===== config.mk =====
export PLATFORM = sky130hd
export DESIGN_NAME = first_fit_block_allocator_top
export DESIGN_NICKNAME = d
export VERILOG_FILES = /design/src/rtl/ffa_pkg.sv /design/src/rtl/ffa_ctrl.sv /design/src/rtl/ffa_dp.sv /design/src/rtl/first_fit_block_allocator_top.sv
export SDC_FILE = /design/constraint.sdc
export NUM_CORES = 2
export LEC_CHECK = 0
export ABC_AREA = 1
export CORE_MARGIN = 3
export CORE_UTILIZATION = 42
export DETAILED_ROUTE_END_ITERATION = 8
export DONT_BUFFER_PORTS = 1
export SYNTH_ARGS = -nofsm -noshare
export SYNTH_HDL_FRONTEND = slang
export SYNTH_SLANG_ARGS = --single-unit

===== constraint.sdc =====
create_clock -name clk -period 21.8 [get_ports clk]
set_clock_uncertainty 0.05 [all_clocks]
set_input_delay 1.09 -clock clk [delete_from_list [all_inputs] [get_ports clk]]
set_output_delay 1.09 -clock clk [all_outputs]
set_load 0.02 [all_outputs]

===== src/rtl/ffa_pkg.sv =====
// Shared types, codes and constants of the first-fit block allocator.
package ffa_pkg;

  // Address and limit widths are fixed by the request and result fields
  localparam int ADDR_W   = 20;
  localparam int LIMIT_W  = 21;
  localparam int STATUS_W = 3;

  // Heap limit after reset: the whole address space
  localparam logic [LIMIT_W-1:0] LIMIT_RESET = LIMIT_W'(1) << ADDR_W;
  localparam logic [LIMIT_W-1:0] ADDR_SPACE  = LIMIT_W'(1) << ADDR_W;

  // Sizes are rounded up to a multiple of eight
  localparam logic [LIMIT_W-1:0] ROUND_ADD  = LIMIT_W'(7);
  localparam logic [LIMIT_W-1:0] ROUND_MASK = ~LIMIT_W'(7);

  // Request kinds
  localparam logic OP_ALLOC = 1'b0;
  localparam logic OP_FREE  = 1'b1;

  // Result status codes
  typedef enum logic [STATUS_W-1:0] {
    ST_OK         = 3'd0,
    ST_ZERO_SIZE  = 3'd1,
    ST_HEAP_FULL  = 3'd2,
    ST_TABLE_FULL = 3'd3,
    ST_NOT_FOUND  = 3'd4
  } status_t;

  // Request beat
  typedef struct packed {
    logic              op;
    logic [ADDR_W-1:0] request_size;
    logic [ADDR_W-1:0] block_address;
  } req_beat_t;

  // Result beat
  typedef struct packed {
    logic [ADDR_W-1:0]   address;
    logic [STATUS_W-1:0] status;
  } rsp_beat_t;

  // Datapath actions, one per cycle
  typedef enum logic [3:0] {
    ACT_NONE,
    ACT_LOAD,
    ACT_ZERO,
    ACT_NULL_FREE,
    ACT_REUSE,
    ACT_TABLE_FULL,
    ACT_HEAP_FULL,
    ACT_APPEND,
    ACT_NOT_FOUND,
    ACT_MARK,
    ACT_MERGE,
    ACT_FLUSH
  } act_t;

  // Controller to datapath
  typedef struct packed {
    act_t act;
    logic scan;   // issue the next table read
    logic emit;   // move the finished result into the output register
  } cmd_t;

  // Datapath to controller
  typedef struct packed {
    logic op;
    logic size_zero;
    logic where_null;
    logic rd_vld;
    logic scan_end;
    logic hit_alloc;
    logic hit_free;
    logic table_full;
    logic heap_fail;
  } sts_t;

endpackage


===== src/rtl/ffa_ctrl.sv =====
// Controller state machine of the first-fit block allocator.
module ffa_ctrl (
  input  logic          clk,
  input  logic          rst,
  input  logic          req_valid,
  output logic          req_ready,
  output logic          rsp_valid,
  input  logic          rsp_ready,
  input  ffa_pkg::sts_t sts,
  output ffa_pkg::cmd_t cmd
);
  import ffa_pkg::*;

  typedef enum logic [2:0] {
    S_IDLE,
    S_START,
    S_FIND,
    S_MERGE,
    S_DONE
  } state_t;

  state_t state;
  state_t state_next;

  assign req_ready = (state == S_IDLE);

  // Command and next-state decode
  always_comb begin
    cmd        = '{act: ACT_NONE, scan: 1'b0, emit: 1'b0};
    state_next = state;
    case (state)
      S_IDLE: begin
        if (req_valid) begin
          cmd.act    = ACT_LOAD;
          state_next = S_START;
        end
      end
      S_START: begin
        if (sts.op == OP_ALLOC && sts.size_zero) begin
          cmd.act    = ACT_ZERO;
          state_next = S_DONE;
        end else if (sts.op == OP_FREE && sts.where_null) begin
          cmd.act    = ACT_NULL_FREE;
          state_next = S_DONE;
        end else begin
          cmd.scan   = 1'b1;
          state_next = S_FIND;
        end
      end
      S_FIND: begin
        if (sts.rd_vld && sts.op == OP_ALLOC && sts.hit_alloc) begin
          cmd.act    = ACT_REUSE;
          state_next = S_DONE;
        end else if (sts.rd_vld && sts.op == OP_FREE && sts.hit_free) begin
          cmd.act    = ACT_MARK;
          state_next = S_MERGE;
        end else if (!sts.rd_vld && sts.scan_end) begin
          // whole table seen without a hit
          if (sts.op == OP_FREE) begin
            cmd.act = ACT_NOT_FOUND;
          end else if (sts.table_full) begin
            cmd.act = ACT_TABLE_FULL;
          end else if (sts.heap_fail) begin
            cmd.act = ACT_HEAP_FULL;
          end else begin
            cmd.act = ACT_APPEND;
          end
          state_next = S_DONE;
        end else begin
          cmd.scan = 1'b1;
        end
      end
      S_MERGE: begin
        if (!sts.rd_vld && sts.scan_end) begin
          cmd.act    = ACT_FLUSH;
          state_next = S_DONE;
        end else begin
          cmd.act  = ACT_MERGE;
          cmd.scan = 1'b1;
        end
      end
      S_DONE: begin
        if (!rsp_valid || rsp_ready) begin
          cmd.emit   = 1'b1;
          state_next = S_IDLE;
        end
      end
      default: begin
        state_next = S_IDLE;
      end
    endcase
  end

  // State and result-valid register
  always_ff @(posedge clk) begin
    if (rst) begin
      state     <= S_IDLE;
      rsp_valid <= 1'b0;
    end else begin
      state <= state_next;
      if (cmd.emit) begin
        rsp_valid <= 1'b1;
      end else if (rsp_ready) begin
        rsp_valid <= 1'b0;
      end
    end
  end

endmodule


===== src/rtl/ffa_dp.sv =====
// Datapath of the first-fit block allocator: block table, pointers, result.
module ffa_dp #(
  parameter int MAX_BLOCKS   = 64,
  parameter int HEADER_BYTES = 24
) (
  input  logic                          clk,
  input  logic                          rst,
  input  ffa_pkg::req_beat_t            req,
  output ffa_pkg::rsp_beat_t            rsp,
  input  logic                          cfg_wr_en,
  input  logic [ffa_pkg::LIMIT_W-1:0]   cfg_wr_data,
  input  ffa_pkg::cmd_t                 cmd,
  output ffa_pkg::sts_t                 sts
);
  import ffa_pkg::*;

  localparam int IDX_W = (MAX_BLOCKS > 1) ? $clog2(MAX_BLOCKS) : 1;
  localparam int CNT_W = $clog2(MAX_BLOCKS + 1);

  localparam logic [CNT_W-1:0]   CNT_MAX = CNT_W'(MAX_BLOCKS);
  localparam logic [ADDR_W-1:0]  HDR_A   = ADDR_W'(HEADER_BYTES);
  localparam logic [LIMIT_W-1:0] HDR_L   = LIMIT_W'(HEADER_BYTES);
  localparam logic [LIMIT_W:0]   HDR_T   = (LIMIT_W + 1)'(HEADER_BYTES);

  typedef struct packed {
    logic [ADDR_W-1:0] start;
    logic [ADDR_W-1:0] bytes;
    logic              free;
  } entry_t;

  // Block table
  entry_t mem [MAX_BLOCKS];

  // Request and allocator state
  req_beat_t          cur;
  logic [LIMIT_W-1:0] need;
  logic [CNT_W-1:0]   count;
  logic [LIMIT_W-1:0] heap_top;
  logic [LIMIT_W-1:0] heap_limit;

  // Scan and compaction state
  logic [CNT_W-1:0] rd_ptr;
  logic [IDX_W-1:0] rd_idx;
  logic             rd_vld;
  entry_t           rdata;
  logic [IDX_W-1:0] match_idx;
  logic [IDX_W-1:0] wr_ptr;
  entry_t           hold;
  logic             hold_vld;

  rsp_beat_t res;

  // Derived values
  logic [LIMIT_W-1:0] limit;
  logic [LIMIT_W:0]   top_after;
  logic               rd_more;
  entry_t             cur_e;
  logic               mergeable;
  logic [IDX_W-1:0]   merge_from;

  logic             wr_en;
  logic [IDX_W-1:0] wr_addr;
  entry_t           wr_data;

  assign limit      = (heap_limit > ADDR_SPACE) ? ADDR_SPACE : heap_limit;
  assign top_after  = {1'b0, heap_top} + HDR_T + {1'b0, need};
  assign rd_more    = (rd_ptr < count);
  assign merge_from = (rd_idx == '0) ? '0 : rd_idx - IDX_W'(1);

  // Entry under compaction, with the freed block marked
  always_comb begin
    cur_e      = rdata;
    cur_e.free = rdata.free | (rd_idx == match_idx);
  end
  assign mergeable = hold_vld && hold.free && cur_e.free;

  // Status to the controller
  always_comb begin
    sts.op         = cur.op;
    sts.size_zero  = (cur.request_size == '0);
    sts.where_null = (cur.block_address == '0);
    sts.rd_vld     = rd_vld;
    sts.scan_end   = !rd_more;
    sts.hit_alloc  = rdata.free && ({1'b0, rdata.bytes} >= need);
    sts.hit_free   = (({1'b0, rdata.start} + HDR_L) == {1'b0, cur.block_address});
    sts.table_full = (count >= CNT_MAX);
    sts.heap_fail  = (top_after > {1'b0, limit});
  end

  // Single table write port
  always_comb begin
    wr_en   = 1'b0;
    wr_addr = rd_idx;
    wr_data = rdata;
    case (cmd.act)
      ACT_REUSE: begin
        wr_en        = 1'b1;
        wr_data.free = 1'b0;
      end
      ACT_APPEND: begin
        wr_en   = 1'b1;
        wr_addr = count[IDX_W-1:0];
        wr_data = '{start: heap_top[ADDR_W-1:0], bytes: need[ADDR_W-1:0], free: 1'b0};
      end
      ACT_MERGE: begin
        wr_en   = rd_vld && hold_vld && !mergeable;
        wr_addr = wr_ptr;
        wr_data = hold;
      end
      ACT_FLUSH: begin
        wr_en   = 1'b1;
        wr_addr = wr_ptr;
        wr_data = hold;
      end
      default: begin
        wr_en = 1'b0;
      end
    endcase
  end

  // Table write
  always_ff @(posedge clk) begin
    if (wr_en) begin
      mem[wr_addr] <= wr_data;
    end
  end

  // Table read, one entry a cycle while scanning
  always_ff @(posedge clk) begin
    if (cmd.scan && rd_more) begin
      rdata  <= mem[rd_ptr[IDX_W-1:0]];
      rd_idx <= rd_ptr[IDX_W-1:0];
    end
  end

  // Control registers and result
  always_ff @(posedge clk) begin
    if (rst) begin
      count      <= '0;
      heap_top   <= '0;
      heap_limit <= LIMIT_RESET;
      rd_vld     <= 1'b0;
      rd_ptr     <= '0;
      hold_vld   <= 1'b0;
    end else begin
      if (cfg_wr_en) begin
        heap_limit <= cfg_wr_data;
      end
      rd_vld <= cmd.scan && rd_more;
      if (cmd.scan && rd_more) begin
        rd_ptr <= rd_ptr + CNT_W'(1);
      end
      case (cmd.act)
        ACT_LOAD: begin
          cur    <= req;
          need   <= (LIMIT_W'(req.request_size) + ROUND_ADD) & ROUND_MASK;
          rd_ptr <= '0;
        end
        ACT_ZERO: begin
          res <= '{address: '0, status: ST_ZERO_SIZE};
        end
        ACT_NULL_FREE: begin
          res <= '{address: '0, status: ST_OK};
        end
        ACT_REUSE: begin
          res <= '{address: rdata.start + HDR_A, status: ST_OK};
        end
        ACT_TABLE_FULL: begin
          res <= '{address: '0, status: ST_TABLE_FULL};
        end
        ACT_HEAP_FULL: begin
          res <= '{address: '0, status: ST_HEAP_FULL};
        end
        ACT_APPEND: begin
          count    <= count + CNT_W'(1);
          heap_top <= top_after[LIMIT_W-1:0];
          res      <= '{address: heap_top[ADDR_W-1:0] + HDR_A, status: ST_OK};
        end
        ACT_NOT_FOUND: begin
          res <= '{address: '0, status: ST_NOT_FOUND};
        end
        ACT_MARK: begin
          // compaction starts at the left neighbour of the freed block, or at the block itself when it is first
          match_idx <= rd_idx;
          rd_ptr    <= CNT_W'(merge_from);
          wr_ptr    <= merge_from;
          hold_vld  <= 1'b0;
        end
        ACT_MERGE: begin
          if (rd_vld) begin
            if (!hold_vld) begin
              hold     <= cur_e;
              hold_vld <= 1'b1;
            end else if (mergeable) begin
              hold.bytes <= hold.bytes + cur_e.bytes + HDR_A;
            end else begin
              hold   <= cur_e;
              wr_ptr <= wr_ptr + IDX_W'(1);
            end
          end
        end
        ACT_FLUSH: begin
          count    <= CNT_W'(wr_ptr) + CNT_W'(1);
          hold_vld <= 1'b0;
          res      <= '{address: '0, status: ST_OK};
        end
        default: begin
          res <= res;
        end
      endcase
      if (cmd.emit) begin
        rsp <= res;
      end
    end
  end

endmodule


===== src/rtl/first_fit_block_allocator_top.sv =====
// An allocate walks the table until a fit or its end; a free walks it to the
// freed block, then again from its left neighbour to merge; one entry a cycle.
// Throughput: one request at a time; the next is accepted the cycle after the
// result enters the output register. The table walk dominates each request.
// Reset (rst, synchronous): block count and bump pointer cleared, heap limit set
// to the full address space; the table itself is not cleared and needs no pass.
module first_fit_block_allocator_top #(
  parameter int MAX_BLOCKS   = 64,
  parameter int HEADER_BYTES = 24
) (
  input  logic                        clk,
  input  logic                        rst,
  input  logic                        req_valid,
  output logic                        req_ready,
  input  ffa_pkg::req_beat_t          req,
  output logic                        rsp_valid,
  input  logic                        rsp_ready,
  output ffa_pkg::rsp_beat_t          rsp,
  input  logic                        cfg_wr_en,
  input  logic [ffa_pkg::LIMIT_W-1:0] cfg_wr_data
);
  import ffa_pkg::*;

  cmd_t cmd;
  sts_t sts;

  // Sequencer
  ffa_ctrl u_ctrl (
    .clk       (clk),
    .rst       (rst),
    .req_valid (req_valid),
    .req_ready (req_ready),
    .rsp_valid (rsp_valid),
    .rsp_ready (rsp_ready),
    .sts       (sts),
    .cmd       (cmd)
  );

  // Table and arithmetic
  ffa_dp #(
    .MAX_BLOCKS   (MAX_BLOCKS),
    .HEADER_BYTES (HEADER_BYTES)
  ) u_dp (
    .clk         (clk),
    .rst         (rst),
    .req         (req),
    .rsp         (rsp),
    .cfg_wr_en   (cfg_wr_en),
    .cfg_wr_data (cfg_wr_data),
    .cmd         (cmd),
    .sts         (sts)
  );

  // A finished result never overwrites a beat still waiting at the output
  a_no_overwrite: assert property (@(posedge clk) disable iff (rst)
    cmd.emit |-> (!rsp_valid || rsp_ready))
    else $error("result overwrote a pending beat");

  // A block is reused only when the entry just read fits
  a_reuse_fits: assert property (@(posedge clk) disable iff (rst)
    (cmd.act == ACT_REUSE) |-> (sts.rd_vld && sts.hit_alloc))
    else $error("reuse without a fitting free block");

  // Appending needs room in both the table and the heap
  a_append_room: assert property (@(posedge clk) disable iff (rst)
    (cmd.act == ACT_APPEND) |-> (!sts.table_full && !sts.heap_fail))
    else $error("append past table or heap limit");

  // An accepted beat leads to a load and no output emission in that cycle
  a_accept_load: assert property (@(posedge clk) disable iff (rst)
    (req_valid && req_ready) |-> (cmd.act == ACT_LOAD && !cmd.emit))
    else $error("accepted beat not loaded");

endmodule


==> results.md <==
* WP buf/inv at 7
* Largest net degree at the start of global routing at 193
* Fmax at 111 MHz
* Filler Cell Count at 23.9k
* Rows at 192
* Min-Delay Path Class: input pin to register
* Antenna violations before repair at 21
* Die W at 532 um
* CP Class: register to register
* Area Overhead vs Synth at 12.1%
* Hold Path Stages at 1
* Final Max Tran Viols at 2
* FF-to-FF path depth at 37
* Hold_sp: rst
* Violated checks: capacitance limit, slew limit
* Initial DRC count at 9506
* Clock Sinks at 2888
* CP max stage cell: nand3_1
* Fin. Hold Viols at 0
* Synth area leader: edfxtp_1
* Reg2Reg Launch Point: u_dp.need[4]
* Postcts setup bufs at 0
* Final setup fails at 0
* Share of the synthesized area in the top cell type at 73.1%
* Worst-path clk slew at 0.06 ns
* Largest cells by area after synthesis: edfxtp_1, o21ai_0, nor2_1
* WL/cell at 27.0 um
* Worst-Margin Slew at 1.53 ns
* Vias in the first global route at 72.3k
* Worst Path Max Fanout at 28
* Synth Flop Type: edfxtp_1
* Clk buf depth at 4
* Syn nets at 9119
* Sequential share of the synthesized area at 74.1%
* Yosys warns at 0
* DRC viols at 0
* Fin Setup TNS at 0 ns
* Mapped Area at 116000 um2
* LEAKAGE at 0.0419 uW
* Die Area at 283000 um2
* Layout cells sized above 1 at 8.11%
* GR Util All Layers at 23.5%
* Ys async rst share at 0%
* Die Y at 532 um
* Via count at 76.4k
* First-pass GRT wire length at 499000 um
* Antenna Nets Post-Route at 0
* Cell variety after synth at 61
* Nets at 9020
* Crit-path max cell delay at 0.75 ns
* Max transition margin at -2.45%
* CP Data Required Time at 22.24 ns
* Gate Count Post-Synth at 8931
* GP Congestion at 0.902
* Post-CTS sizing at 0
* Peak supply drop at 0.104 mV
* Status: finished with violations
* R2r setup slk at 12.81 ns
* Worst flop-to-flop path endpoint: u_dp.mem[22][22]
* Crit path max-delay family: simple AND/OR/NAND/NOR gates
* Wirelength, routed at 345000 um
* FF+latch count, synth at 2888
* Clk root buf: clkbuf_16
* Post-synth EDFFs at 2829
* # IOs at 92
* Layout Utilization at 47.5%
* Final period util at 41.2%
* H-tree Lvls at 5
* # hold bufs at CTS at 0
* CTS tree: done
* Post-synthesis area per instance at 13.0 um2
* CTS buffer count at 298
* Dpl hpwl at 195000 um
* Starting Density at 42.3%
* Drt pass-1 iters at 8
* Core Footprint at 275000 um2
* Hold endpoint: u_dp.heap_top[19]
* Pwr dens at 123 nW/um2
* CP endpoint kind: register
* Total congestion overflow at 0
* Skew-Pair Late Insertion Delay at 0.88 ns
* WP depth at 37
* RSZ-0062 raised after global routing: no
* Worst Path Arrival at 9.44 ns
* CP startpoint kind: register
* Tmin final at 8.99 ns
* DR vias/cell at 5.99
* PortBufs at 0
* Max Cap Violations at 1
[registers in the layout, summed over array words and instances, names as in the netlist, 3 cells and up]
register,flops
u_dp.mem,2624
u_dp.hold,41
u_dp.cur,40
u_dp.cur_e,40
u_dp.res,23
u_dp.rsp,23
u_dp.heap_limit,21
u_dp.heap_top,18
u_dp.need,18
u_dp.count,7
u_dp.rd_ptr,7
u_dp.match_idx,6
u_dp.rd_idx,6
u_dp.wr_ptr,6
u_ctrl.state,3
[cell families after synthesis]
kind of cell | Yosys count | synth area share, %
xor gates and xnor gates | 74 | 0.557
DFF | 2888 | 74.1
AOI/OAI and AO/OA | 2492 | 12.6
and+or+nand+nor | 2548 | 8.82
adders and majority gates | 121 | 1.32
buffers and inverters | 807 | 2.64
muxes | 1 | 0.00969
[placed cells by master (no fill, tap or decap), types with 68 or more instances in the layout]
cell type,netlist,routed
edfxtp_1,2829,2829
nor2_1,1541,1473
o21ai_0,1417,1411
nand2_1,638,637
o22ai_1,414,414
clkbuf_16,0,305
o221ai_1,261,250
nand3_1,216,214
inv_1,206,203
buf_4,1,178
a21oi_1,160,160
ha_1,119,119
o211ai_1,103,103
nand4_1,79,79
clkbuf_1,547,76
nor2_4,2,68
[worst max-delay path by stage]
stage / start / end / slack [ns]
2_1_floorplan: u_dp.need[4] / u_dp.mem[54][0] / 13.40
3_3_place_gp: u_dp.need[4] / u_dp.mem[22][25] / 12.75
3_5_place_dp: u_dp.need[4] / u_dp.mem[20][25] / 12.84
4_1_cts: u_dp.need[4] / u_dp.mem[20][33] / 12.83
5_1_grt: u_dp.need[4] / u_dp.mem[22][34] / 12.08
6_report: u_dp.need[4] / u_dp.mem[22][22] / 12.81
[synth_stat cells, types with 5 or more instances]
library cell,instances
edfxtp_1,2829
nor2_1,1541
o21ai_0,1417
nand2_1,638
clkbuf_1,547
o22ai_1,414
o221ai_1,261
nand3_1,216
inv_1,206
a21oi_1,160
ha_1,119
o211ai_1,103
nand4_1,79
a31oi_1,62
dfxtp_1,59
xor2_1,48
buf_1,30
xnor2_1,26
a221o_1,25
nor3_1,17
nor4_1,15
inv_2,10
nor2_2,9
buf_2,7
a32o_1,6
o21ai_1,5
or2_2,5
[final cells by class]
type | count | area [um2] | share of cell area, %
tap | 3686 | 4610 | 3.54
clock buffer | 382 | 7930 | 6.09
inverter | 219 | 855 | 0.656
sequential | 2888 | 86100 | 66.1
antenna | 10 | 25.0 | 0.0192
multi-input combinational | 5236 | 27900 | 21.4
timing repair buffer | 189 | 1560 | 1.19
clock inverter | 147 | 1290 | 0.990
[metrics by stage]
step	hold slack, ns	power (uW)	setup slack (ns)	instances	cell area (um2)
floorplan	0.350	9400	13.40	8931	116000
global placement	0.354	11100	12.75	12218	121000
detailed placement	0.355	11100	12.84	12218	121000
CTS	0.224	16000	12.83	12747	130000
global route	0.255	16600	12.08	12748	130000
finish	0.297	16000	12.81	12757	130000
[layer usage]
metal | global-route usage (%) | up-vias | share of wire, %
li1 | - | 33327 | -
met1 | 32.6 | 38600 | 41
met2 | 36.5 | 3785 | 46
met3 | 5.57 | 637 | 10
met4 | 7.48 | 4 | 3.1
met5 | 0 | - | 0.0070
[power breakdown]
part | leakage, uW | internal [uW] | total [uW] | switching [uW]
Combinational | 0.0115 | 944 | 4240 | 3300
Sequential | 0.0259 | 6740 | 6840 | 106
Clock | 0.00452 | 2810 | 4910 | 2100
Power figures use the tool's default switching activity.
